File: src/hw/rtl/rmmmv_pkg.sv
// ----------------------------------------------------------------------------
// rmmmv_pkg: shared types and constants for the running statistics unit
// Field widths of the sample and result streams, the Q8 format and the
// sequencer states.
// ----------------------------------------------------------------------------
`default_nettype none

package rmmmv_pkg;

  // Field widths of the streams
  parameter int unsigned SampleW = 16;
  parameter int unsigned MeanW   = 24;
  parameter int unsigned VarW    = 39;
  parameter int unsigned CountW  = 9;

  // Fraction bits of the mean and variance results
  parameter int unsigned FracW = 8;

  // Packed result width: max, min, mean, variance, count
  parameter int unsigned OutDataW = 2 * SampleW + MeanW + VarW + CountW;

  // Default set length limit
  parameter int unsigned DefaultMaxCount = 256;

  // Sequencer states
  typedef enum logic [3:0] {
    S_IDLE,
    S_ACC,
    S_PREP,
    S_MUL_A,
    S_MUL_B,
    S_MUL_C,
    S_DIV_M,
    S_DIV_V,
    S_LOAD
  } state_e;

endpackage

`default_nettype wire

File: src/hw/rtl/running_min_max_mean_variance_unit.sv
// ----------------------------------------------------------------------------
// running_min_max_mean_variance_unit: per-set max, min, mean and variance
// Accumulates signed samples and reports Q8 mean and population variance.
// ----------------------------------------------------------------------------
// Usage:
//   Slave stream: s_axis_tdata carries one signed 16-bit sample, s_axis_tlast
//   marks the last sample of a set. A sample is accepted in S_IDLE and
//   accumulated in S_ACC; the slave side is not ready until it is accumulated.
//   Samples past MAX_COUNT in one set are not accumulated; the overflow flag
//   of that set's result is raised.
//   Master stream: one transaction per set, sent after the sample with tlast.
//   The final figures come from one bit-serial multiplier and one bit-serial
//   divider. After the last sample, the sequencer forms n*sumsq, sum^2 and
//   n^2 on the multiplier, then divides for the mean and the variance, and
//   then loads the result. The slave side is not ready meanwhile.
//   The result sits in an output register: the next set is accepted while it
//   waits. When a second result is done before the first one is taken, the
//   unit holds it and stays not ready until the master side frees.
//   Reset clears all accumulators and drops any result that was not taken.
// ----------------------------------------------------------------------------
`default_nettype none

module running_min_max_mean_variance_unit
  import rmmmv_pkg::*;
#(
  parameter int unsigned MAX_COUNT = DefaultMaxCount
) (
  input  wire logic                 clk_i,
  input  wire logic                 rst_ni,
  // Sample stream
  input  wire logic                 s_axis_tvalid,
  output logic                      s_axis_tready,
  input  wire logic [SampleW-1:0]   s_axis_tdata,   // [15:0] sample
  input  wire logic                 s_axis_tlast,   // last sample of the set
  // Result stream
  output logic                      m_axis_tvalid,
  input  wire logic                 m_axis_tready,
  // [15:0] max_value, [31:16] min_value, [55:32] mean_q8,
  // [94:56] variance_q8, [103:95] count
  output logic [OutDataW-1:0]       m_axis_tdata,
  output logic                      m_axis_tuser    // [0] overflow
);

  localparam int unsigned CntW  = $clog2(MAX_COUNT + 1);
  localparam int unsigned SumW  = CntW + SampleW;
  localparam int unsigned MagW  = SumW - 1;
  localparam int unsigned SqW   = CntW + 2 * SampleW - 1;
  localparam int unsigned DvW   = CntW + SqW;
  localparam int unsigned NumW  = DvW + FracW + 2;
  localparam int unsigned DenW  = 2 * CntW + 1;
  localparam int unsigned MulAW = SqW;
  localparam int unsigned MulBW = MagW;
  localparam int unsigned MulPW = MulAW + MulBW;
  localparam logic [CntW-1:0] MaxCnt = CntW'(MAX_COUNT);

  state_e state_q, state_d;

  // Accepted sample
  logic signed [SampleW-1:0]   sample_q;
  logic                        last_q;

  // Accumulators
  logic signed [SampleW-1:0]   max_q;
  logic signed [SampleW-1:0]   min_q;
  logic signed [SumW-1:0]      sum_q;
  logic [SqW-1:0]              sumsq_q;
  logic [CntW-1:0]             count_q;
  logic                        ovf_q;

  // Intermediate results
  logic [DvW-1:0]              nsq_q;
  logic [DvW-1:0]              dev_q;
  logic [2*CntW-1:0]           n2_q;
  logic [MeanW-1:0]            mean_mag_q;

  // Output register
  logic                        out_valid_q;
  logic [OutDataW-1:0]         out_data_q;
  logic                        out_ovf_q;

  logic                        out_free;
  logic                        load;
  logic signed [2*SampleW-1:0] square;
  logic [SumW-1:0]             sum_abs;
  logic [MagW-1:0]             mag;

  logic                        mul_start;
  logic [MulAW-1:0]            mul_a;
  logic [MulBW-1:0]            mul_b;
  logic                        mul_busy;
  logic [MulPW-1:0]            mul_prod;

  logic                        div_start;
  logic [NumW-1:0]             div_num;
  logic [DenW-1:0]             div_den;
  logic                        div_busy;
  logic [NumW-1:0]             div_quo;

  logic [SampleW-1:0]          max_field;
  logic [SampleW-1:0]          min_field;
  logic [MeanW-1:0]            mean_field;
  logic [VarW-1:0]             var_field;

  assign square  = sample_q * sample_q;
  assign sum_abs = sum_q[SumW-1] ? (~sum_q + SumW'(1)) : sum_q;
  assign mag     = sum_abs[MagW-1:0];

  assign out_free = !out_valid_q || m_axis_tready;
  assign load     = (state_q == S_LOAD) && out_free;

  // Shared serial units
  rmmmv_mul #(
    .AW (MulAW),
    .BW (MulBW)
  ) u_mul (
    .clk_i   (clk_i),
    .rst_ni  (rst_ni),
    .start_i (mul_start),
    .a_i     (mul_a),
    .b_i     (mul_b),
    .busy_o  (mul_busy),
    .prod_o  (mul_prod)
  );

  rmmmv_div #(
    .NW (NumW),
    .DW (DenW)
  ) u_div (
    .clk_i   (clk_i),
    .rst_ni  (rst_ni),
    .start_i (div_start),
    .num_i   (div_num),
    .den_i   (div_den),
    .busy_o  (div_busy),
    .quo_o   (div_quo)
  );

  // Sequence: n*sumsq, sum^2, n^2, then mean and variance divisions
  always_comb begin
    state_d   = state_q;
    mul_start = 1'b0;
    mul_a     = '0;
    mul_b     = '0;
    div_start = 1'b0;
    div_num   = '0;
    div_den   = '0;
    unique case (state_q)
      S_IDLE: begin
        if (s_axis_tvalid) begin
          state_d = S_ACC;
        end
      end
      S_ACC: begin
        state_d = last_q ? S_PREP : S_IDLE;
      end
      S_PREP: begin
        if (count_q == '0) begin
          state_d = S_LOAD;
        end else begin
          mul_start = 1'b1;
          mul_a     = sumsq_q;
          mul_b     = MulBW'(count_q);
          state_d   = S_MUL_A;
        end
      end
      S_MUL_A: begin
        if (!mul_busy) begin
          mul_start = 1'b1;
          mul_a     = MulAW'(mag);
          mul_b     = mag;
          state_d   = S_MUL_B;
        end
      end
      S_MUL_B: begin
        if (!mul_busy) begin
          mul_start = 1'b1;
          mul_a     = MulAW'(count_q);
          mul_b     = MulBW'(count_q);
          state_d   = S_MUL_C;
        end
      end
      S_MUL_C: begin
        if (!mul_busy) begin
          div_start = 1'b1;
          div_num   = NumW'({mag, {(FracW + 1){1'b0}}}) + NumW'(count_q);
          div_den   = DenW'({count_q, 1'b0});
          state_d   = S_DIV_M;
        end
      end
      S_DIV_M: begin
        if (!div_busy) begin
          div_start = 1'b1;
          div_num   = NumW'({dev_q, {(FracW + 1){1'b0}}}) + NumW'(n2_q);
          div_den   = {n2_q, 1'b0};
          state_d   = S_DIV_V;
        end
      end
      S_DIV_V: begin
        if (!div_busy) begin
          state_d = S_LOAD;
        end
      end
      S_LOAD: begin
        if (out_free) begin
          state_d = S_IDLE;
        end
      end
      default: begin
        state_d = S_IDLE;
      end
    endcase
  end

  // State register
  always_ff @(posedge clk_i or negedge rst_ni) begin
    if (!rst_ni) begin
      state_q <= S_IDLE;
    end else begin
      state_q <= state_d;
    end
  end

  // Accumulate one sample, drop it once the set is full, clear on load
  always_ff @(posedge clk_i or negedge rst_ni) begin
    if (!rst_ni) begin
      max_q   <= {1'b1, {(SampleW - 1){1'b0}}};
      min_q   <= {1'b0, {(SampleW - 1){1'b1}}};
      sum_q   <= '0;
      sumsq_q <= '0;
      count_q <= '0;
      ovf_q   <= 1'b0;
    end else if (load) begin
      max_q   <= {1'b1, {(SampleW - 1){1'b0}}};
      min_q   <= {1'b0, {(SampleW - 1){1'b1}}};
      sum_q   <= '0;
      sumsq_q <= '0;
      count_q <= '0;
      ovf_q   <= 1'b0;
    end else if (state_q == S_ACC) begin
      if (count_q == MaxCnt) begin
        ovf_q <= 1'b1;
      end else begin
        if (sample_q > max_q) begin
          max_q <= sample_q;
        end
        if (sample_q < min_q) begin
          min_q <= sample_q;
        end
        sum_q   <= sum_q + {{(SumW - SampleW){sample_q[SampleW-1]}}, sample_q};
        sumsq_q <= sumsq_q + {{(SqW - 2 * SampleW){1'b0}}, square};
        count_q <= count_q + CntW'(1);
      end
    end
  end

  // Capture the sample and the intermediate products
  always_ff @(posedge clk_i) begin
    if ((state_q == S_IDLE) && s_axis_tvalid) begin
      sample_q <= s_axis_tdata;
      last_q   <= s_axis_tlast;
    end
    if ((state_q == S_MUL_A) && !mul_busy) begin
      nsq_q <= mul_prod[DvW-1:0];
    end
    if ((state_q == S_MUL_B) && !mul_busy) begin
      dev_q <= nsq_q - mul_prod[DvW-1:0];
    end
    if ((state_q == S_MUL_C) && !mul_busy) begin
      n2_q <= mul_prod[2*CntW-1:0];
    end
    if ((state_q == S_DIV_M) && !div_busy) begin
      mean_mag_q <= div_quo[MeanW-1:0];
    end
  end

  // Result fields; an empty set reports zeros
  always_comb begin
    if (count_q == '0) begin
      max_field  = '0;
      min_field  = '0;
      mean_field = '0;
      var_field  = '0;
    end else begin
      max_field  = max_q;
      min_field  = min_q;
      mean_field = sum_q[SumW-1] ? (~mean_mag_q + MeanW'(1)) : mean_mag_q;
      var_field  = div_quo[VarW-1:0];
    end
  end

  // Output register valid
  always_ff @(posedge clk_i or negedge rst_ni) begin
    if (!rst_ni) begin
      out_valid_q <= 1'b0;
    end else if (load) begin
      out_valid_q <= 1'b1;
    end else if (m_axis_tready) begin
      out_valid_q <= 1'b0;
    end
  end

  // Output register payload
  always_ff @(posedge clk_i) begin
    if (load) begin
      out_data_q <= {CountW'(count_q), var_field, mean_field, min_field, max_field};
      out_ovf_q  <= ovf_q;
    end
  end

  assign s_axis_tready = (state_q == S_IDLE);
  assign m_axis_tvalid = out_valid_q;
  assign m_axis_tdata  = out_data_q;
  assign m_axis_tuser  = out_ovf_q;

endmodule

`default_nettype wire

File: src/hw/rtl/rmmmv_mul.sv
// ----------------------------------------------------------------------------
// rmmmv_mul: bit-serial shift-add multiplier
// Retires one multiplier bit per cycle; the product is stable once busy drops.
// ----------------------------------------------------------------------------
`default_nettype none

module rmmmv_mul
  import rmmmv_pkg::*;
#(
  parameter int unsigned AW = 48,
  parameter int unsigned BW = 24
) (
  input  wire logic             clk_i,
  input  wire logic             rst_ni,
  input  wire logic             start_i,
  input  wire logic [AW-1:0]    a_i,
  input  wire logic [BW-1:0]    b_i,
  output logic                  busy_o,
  output logic [AW+BW-1:0]      prod_o
);

  localparam int unsigned PW   = AW + BW;
  localparam int unsigned CntW = (BW > 1) ? $clog2(BW) : 1;

  logic             busy_q, busy_d;
  logic [CntW-1:0]  cnt_q, cnt_d;
  logic [AW-1:0]    a_q;
  logic [PW-1:0]    prod_q, prod_d;
  logic [AW:0]      upper_sum;

  // Add the multiplicand into the upper half when the low bit is set
  assign upper_sum = {1'b0, prod_q[PW-1:BW]} + (prod_q[0] ? {1'b0, a_q} : '0);

  always_comb begin
    busy_d = busy_q;
    cnt_d  = cnt_q;
    prod_d = prod_q;
    if (start_i) begin
      busy_d = 1'b1;
      cnt_d  = CntW'(BW - 1);
      prod_d = {{AW{1'b0}}, b_i};
    end else if (busy_q) begin
      prod_d = {upper_sum, prod_q[BW-1:1]};
      cnt_d  = cnt_q - CntW'(1);
      if (cnt_q == '0) begin
        busy_d = 1'b0;
      end
    end
  end

  // Control state
  always_ff @(posedge clk_i or negedge rst_ni) begin
    if (!rst_ni) begin
      busy_q <= 1'b0;
      cnt_q  <= '0;
    end else begin
      busy_q <= busy_d;
      cnt_q  <= cnt_d;
    end
  end

  // Operand and product shift register
  always_ff @(posedge clk_i) begin
    if (start_i) begin
      a_q <= a_i;
    end
    prod_q <= prod_d;
  end

  assign busy_o = busy_q;
  assign prod_o = prod_q;

endmodule

`default_nettype wire

File: src/hw/rtl/rmmmv_div.sv
// ----------------------------------------------------------------------------
// rmmmv_div: bit-serial restoring divider
// Shifts in one numerator bit per cycle and retires one quotient bit.
// ----------------------------------------------------------------------------
`default_nettype none

module rmmmv_div
  import rmmmv_pkg::*;
#(
  parameter int unsigned NW = 59,
  parameter int unsigned DW = 19
) (
  input  wire logic           clk_i,
  input  wire logic           rst_ni,
  input  wire logic           start_i,
  input  wire logic [NW-1:0]  num_i,
  input  wire logic [DW-1:0]  den_i,
  output logic                busy_o,
  output logic [NW-1:0]       quo_o
);

  localparam int unsigned CntW = (NW > 1) ? $clog2(NW) : 1;

  logic             busy_q, busy_d;
  logic [CntW-1:0]  cnt_q, cnt_d;
  logic [DW-1:0]    den_q;
  logic [DW-1:0]    rem_q, rem_d;
  logic [NW-1:0]    quo_q, quo_d;
  logic [DW:0]      cand;
  logic [DW:0]      diff;
  logic             fits;

  // Trial subtraction of the divisor from the shifted remainder
  assign cand = {rem_q, quo_q[NW-1]};
  assign diff = cand - {1'b0, den_q};
  assign fits = (cand >= {1'b0, den_q});

  always_comb begin
    busy_d = busy_q;
    cnt_d  = cnt_q;
    rem_d  = rem_q;
    quo_d  = quo_q;
    if (start_i) begin
      busy_d = 1'b1;
      cnt_d  = CntW'(NW - 1);
      rem_d  = '0;
      quo_d  = num_i;
    end else if (busy_q) begin
      rem_d = fits ? diff[DW-1:0] : cand[DW-1:0];
      quo_d = {quo_q[NW-2:0], fits};
      cnt_d = cnt_q - CntW'(1);
      if (cnt_q == '0) begin
        busy_d = 1'b0;
      end
    end
  end

  // Control state
  always_ff @(posedge clk_i or negedge rst_ni) begin
    if (!rst_ni) begin
      busy_q <= 1'b0;
      cnt_q  <= '0;
    end else begin
      busy_q <= busy_d;
      cnt_q  <= cnt_d;
    end
  end

  // Divisor, remainder and quotient shift register
  always_ff @(posedge clk_i) begin
    if (start_i) begin
      den_q <= den_i;
    end
    rem_q <= rem_d;
    quo_q <= quo_d;
  end

  assign busy_o = busy_q;
  assign quo_o  = quo_q;

endmodule

`default_nettype wire

File: config.mk
export PLATFORM = sky130hd
export DESIGN_NAME = running_min_max_mean_variance_unit
export DESIGN_NICKNAME = d
export VERILOG_FILES = /design/src/hw/rtl/rmmmv_pkg.sv /design/src/hw/rtl/running_min_max_mean_variance_unit.sv /design/src/hw/rtl/rmmmv_mul.sv /design/src/hw/rtl/rmmmv_div.sv
export SDC_FILE = /design/constraint.sdc
export NUM_CORES = 2
export LEC_CHECK = 0
export BUFFER_PORTS_ARGS = -buffer_cell sky130_fd_sc_hd__buf_2
export CAP_MARGIN = 20
export CORE_ASPECT_RATIO = 1.1
export CORE_MARGIN = 4
export CORE_UTILIZATION = 60
export CTS_BUF_LIST = sky130_fd_sc_hd__clkbuf_4
export DETAILED_ROUTE_END_ITERATION = 8
export GPL_TIMING_DRIVEN = 1
export PLACE_DENSITY = 0.85
export SYNTH_ARGS = -nofsm -noshare
export SYNTH_HDL_FRONTEND = slang
export SYNTH_HIERARCHICAL = 1
export SYNTH_SLANG_ARGS = --single-unit
File: constraint.sdc
create_clock -name clk_i -period 12.83 [get_ports clk_i]
set_input_delay 2.566 -clock clk_i [delete_from_list [all_inputs] [get_ports clk_i]]
set_output_delay 2.566 -clock clk_i [all_outputs]
set_load 0.02 [all_outputs]
# Yosys cells after proc, flatten, opt, wreduce, memory -nomap -nowiden
# Cells that the tools add are included.
# classes
multipliers	1
eq_ne	17
add_sub_neg	12
reduce_logical	27
order_cmp	3
n_bitwise	2
muxes	69
# ops
operator	n
$mux 40	5
$mux 59	3
$mux 24	6
$mux 16	8
$pmux 40 s3	1
$pmux 59 s2	1
$mux 25	3
$pmux 24 s3	1
$add 58x18->59	1
$mux 9	6
$sub 49x49->49	1
$not 24->24	2
$add 40x40->41	1
$add 40x32->40	1
$mux 19	2
$pmux 19 s2	1
$pmux 4 s9	1
$add 33x9->34	1
$mux 34	1
$mul 16x16->32	1
$mux 4	8
$add 25x25->25	1
$add 24x1->24 const B	1
$add 24x2->24 const B	1
other kinds (31)	73
# totals
elab_cells	158
ff_bits	588
input_bits	21
output_inout_bits	107

# Longest topological paths before layout
# logic_depth
word_depth	7
mapped_depth	39
ltp_nobuf	38

# Cells and area by module
# Netlist, hierarchy kept.
# modules_own_cells
mod	area_per_inst_um2	cells_per_inst	seq_area_each_um2	instances
running_min_max_mean_variance_unit	30902.1	3161	10690.3	1
rmmmv_mul	6556.3	651	2872.8	1
rmmmv_div	5295.1	433	2897.8	1

# Worst setup path before layout
# Ideal clock, no wire load.
# synth_path
path_kind	register to register
startpoint	register sample_q[1]
endpoint	register sumsq_q[34]
setup_slack_ns	4.555
stages_incl_launch_ff	34
required_time_ns	12.701
path_buffers	2
period_less_slack_ns	8.275
t_arrival_ns	8.146
path_cell_list	edfxtp_1 clkbuf_1 clkbuf_1 nand2_1 fa_1 fa_1 fa_1 inv_1 fa_1 fa_1 inv_1 fa_1 inv_1 ha_1 nand3_1 a21oi_1 a221o_1 a21oi_2 o21ai_2 a221o_2 a21o_2 a21oi_1 xnor2_1 ha_1 nand2_1 o41ai_1 a21oi_1 a21bo_2 and2_1 a41oi_1 o211ai_1 nand3_1 o211ai_1 o31ai_1
# synth_between
elab_chain_len	5
# synth_rtl
item	line_no	text
start: declaration	running_min_max_mean_variance_unit.sv:59	logic signed [SampleW-1:0] sample_q;
start signal: assignment	running_min_max_mean_variance_unit.sv:259	sample_q <= s_axis_tdata;
$mul 16x16->32	running_min_max_mean_variance_unit.sv:104	assign square = sample_q * sample_q;
$add 40x32->40	running_min_max_mean_variance_unit.sv:250	sumsq_q <= sumsq_q + {{(SqW - 2 * SampleW){1'b0}}, square};
$mux 40	running_min_max_mean_variance_unit.sv:240	if (count_q == MaxCnt) begin
$mux 40	running_min_max_mean_variance_unit.sv:239	end else if (state_q == S_ACC) begin
$mux 40	running_min_max_mean_variance_unit.sv:232	end else if (load) begin
end signal: assignment	running_min_max_mean_variance_unit.sv:250	
end: declaration	running_min_max_mean_variance_unit.sv:66	logic [SqW-1:0] sumsq_q;
# No other way between the ends. The select of a mux whose other input is x is not followed.
# A chain may end at the register's enable or synchronous reset.

# Final worst setup path
# Ends and elaborated chain as after synthesis.

==> impl_metrics.json <==
{
  "synth_most_common_cell": "inv_1",
  "start_util_pct": 60.69,
  "cp.required_ns": 13.67,
  "finalMaxSlewViolations": 0,
  "path_clk_slew_ns": 0.07,
  "synth_edf_count": 404,
  "layout-drive-gt1-share_pct": 12.84,
  "post-cts-setup-buffers": 0,
  "io_pins": 128,
  "clock-root-buffer": "clkbuf_4",
  "yosys_warnings": 6,
  "synth_seq_cells": 588,
  "cts_resized": 0,
  "skew_ns": 0.1433,
  "crit_fanout": 20,
  "syn2layout_area_growth_pct": 8.642,
  "antenna_found_initial": 3,
  "cap_violations": 0,
  "path_depth": 33,
  "vias": 32570,
  "dr.pass1.iters": 6,
  "status": "finished, final reports clean",
  "rows": 102,
  "synth_flop_cell": "edfxtp_1",
  "worst_path_max_delay_cell": "edfxtp_1",
  "grt_max_degree": 97,
  "ys_types": 107,
  "min-delay-path-class": "flop to flop",
  "worst_slew_pin_slew_ns": 1.044,
  "postRouteWirelength_um": 102500,
  "clk_latency_ns": 1.09,
  "slowest_delay_ns": 0.85,
  "hpwl_um": 75070,
  "synth_area_leaders": "edfxtp_1, fa_1, ha_1",
  "design.die.area_sq_um": 75600,
  "h-tree-depth": 4,
  "async_flop_share_pct": 21.26,
  "avgSynthCellArea_sq_um": 10.07,
  "wl_per_cell_um": 18.73,
  "syn-instance-count": 4245,
  "cp_num_buf_inv": 5,
  "hold_depth": 0,
  "via_per_inst": 5.952,
  "overflow": 0,
  "synth_nets": 4811,
  "hold_buffers": 0,
  "grt_pass1_wl_um": 165000,
  "setup_viol": 0,
  "grt_pass1_vias": 32690,
  "fp.coreArea_sq_um": 70450,
  "cp_top_family": "adder cells",
  "arrival_ns": 10.30,
  "hold_viol": 0,
  "cts_buffer_depth": 3,
  "setup_tns_ns": 0,
  "ys_seq_area_share_pct": 38.50,
  "die_h_um": 288.0,
  "cts_tree": "built",
  "grt_usage_pct": 26.88,
  "drc": 0,
  "crit_top_cell": "fa_1",
  "rsz0062_at_grt": "false",
  "fillerInstances": 5289,
  "first_iter_violations": 2591,
  "crit_type": "flop to flop",
  "min_period_over_period_pct": 73.76,
  "fin_nets": 4978,
  "syn_area_sq_um": 42750,
  "yosysTopAreaCellShare_pct": 28.38,
  "numPortBuffers": 127,
  "cts_buffers": 153,
  "cp-end-kind": "flop",
  "synthTopCellsByCount": "inv_1, edfxtp_1, nor2_1, ha_1, nand2_1",
  "yosysTopAreaCell": "edfxtp_1",
  "max_freq_ghz": 0.1057,
  "dieWidth_um": 262.5,
  "gp_congestion": 0.9481,
  "clkSinkCount": 588,
  "start_kind": "flop",
  "worst_r2r_path_depth": 33,
  "min_period_ns": 9.463,
  "max_slew_margin_pct": 29.89,
  "antenna_left": 0
}
-- final cells by class --
cell class,count,area [sq um],area share (%)
diodes,3,7.507,0.01616
clock buffers,225,1689,3.637
clock inverters,51,397.9,0.8566
inverters,511,1923,4.140
multi-input cells,2991,23810,51.26
flip-flops and latches,588,16460,35.44
well taps,936,1171,2.521
repair buffers,167,985.9,2.123
-- path summary, 6_finish.rpt --
| kind | from | to | slack, ns |
|---|---|---|---|
| max reg2reg | sample_q[1] | sumsq_q[34] | 3.37 |
| min | u_div/quo_o[6] | mean_mag_q[6] | 0.45 |
| min reg2reg | u_div/quo_o[6] | mean_mag_q[6] | 0.45 |
| max | sample_q[1] | sumsq_q[34] | 3.37 |
| max in group asynchronous | rst_ni | sum_q[5] | 9.85 |
| min in group asynchronous | rst_ni | u_div/cnt_q[5] | 1.51 |
-- state kept, by name (all words and copies together) (netlist names), 4 cells and up --
signal and flops:
mean_mag_q 24, u_mul/cnt_q 5, count_q 9, sample_q 16
min_q 16, u_mul/prod_o 64, dev_q 49, sum_q 25
u_div/quo_o 59, u_mul/a_q 40, m_axis_tdata 104, nsq_q 49
sumsq_q 40, u_div/rem_q 19, max_q 16, n2_q 18
u_div/den_q 19, state_q 4, u_div/cnt_q 6
-- layout by cell type (no fill, tap or decap), drive strengths merged, types with 132 or more instances in the layout --
cell type	count
nand2	304
buf	167
o21ai	226
a21oi	204
fa	242
inv	513
nor2	331
clkbuf	225
edfxtp	404
and2	132
ha	303
-- worst reg2reg max path, delay by kind of cell (launching register included) --
family,cells,cell delay (ns)
compound gates,14,3.02
xor+xnor,1,0.09
fa+ha+maj,8,3.63
buf+inv,5,0.79
flops,1,0.85
simple gates,5,0.94
-- stage by stage --
| step | std cells | instance area (sq um) | worst slack [ns] | hold slack [ns] | util (%) |
|---|---|---|---|---|---|
| 2_1_floorplan | 4245 | 42750 | 4.555 | 0.4231 | - |
| 3_3_place_gp | 5187 | 44270 | 3.719 | 0.4424 | 62.83 |
| 3_5_place_dp | 5188 | 44280 | 3.502 | 0.4542 | 62.85 |
| 4_1_cts | 5464 | 46360 | 3.425 | 0.4506 | 65.81 |
| 5_1_grt | 5472 | 46450 | 2.840 | 0.4765 | 65.93 |
| 6_report | 5472 | 46450 | 3.367 | 0.4481 | 65.93 |
-- cells by family after synthesis --
family                   count (synthesis)  share of synthesized area [%]
AO/OA/AOI/OAI                          864                          13.35
XOR/XNOR                               257                          5.265
adder cells (fa/ha/maj)                545                          20.20
buffers and inverters                  666                          5.917
flip-flops                             588                          38.50
multiplexers                           129                          3.269
other                                    1                       0.008771
AND/OR/NAND/NOR                       1195                          13.49
-- routing by layer --
| layer | vias to the layer above | wire (um) | share of wire [%] | global-route usage, % |
|---|---|---|---|---|
| met5 | - | 0 | 0 | 0 |
| met2 | 1347 | 51050 | 50 | 46.27 |
| met4 | 0 | 5664 | 5.5 | 14.83 |
| met1 | 15730 | 39270 | 38 | 32.24 |
| met3 | 350 | 6516 | 6.4 | 4.735 |
| li1 | 15140 | - | - | - |
Power is not shown: default switching activity piles up to over one toggle a cycle in this logic, so the estimate is an artifact.
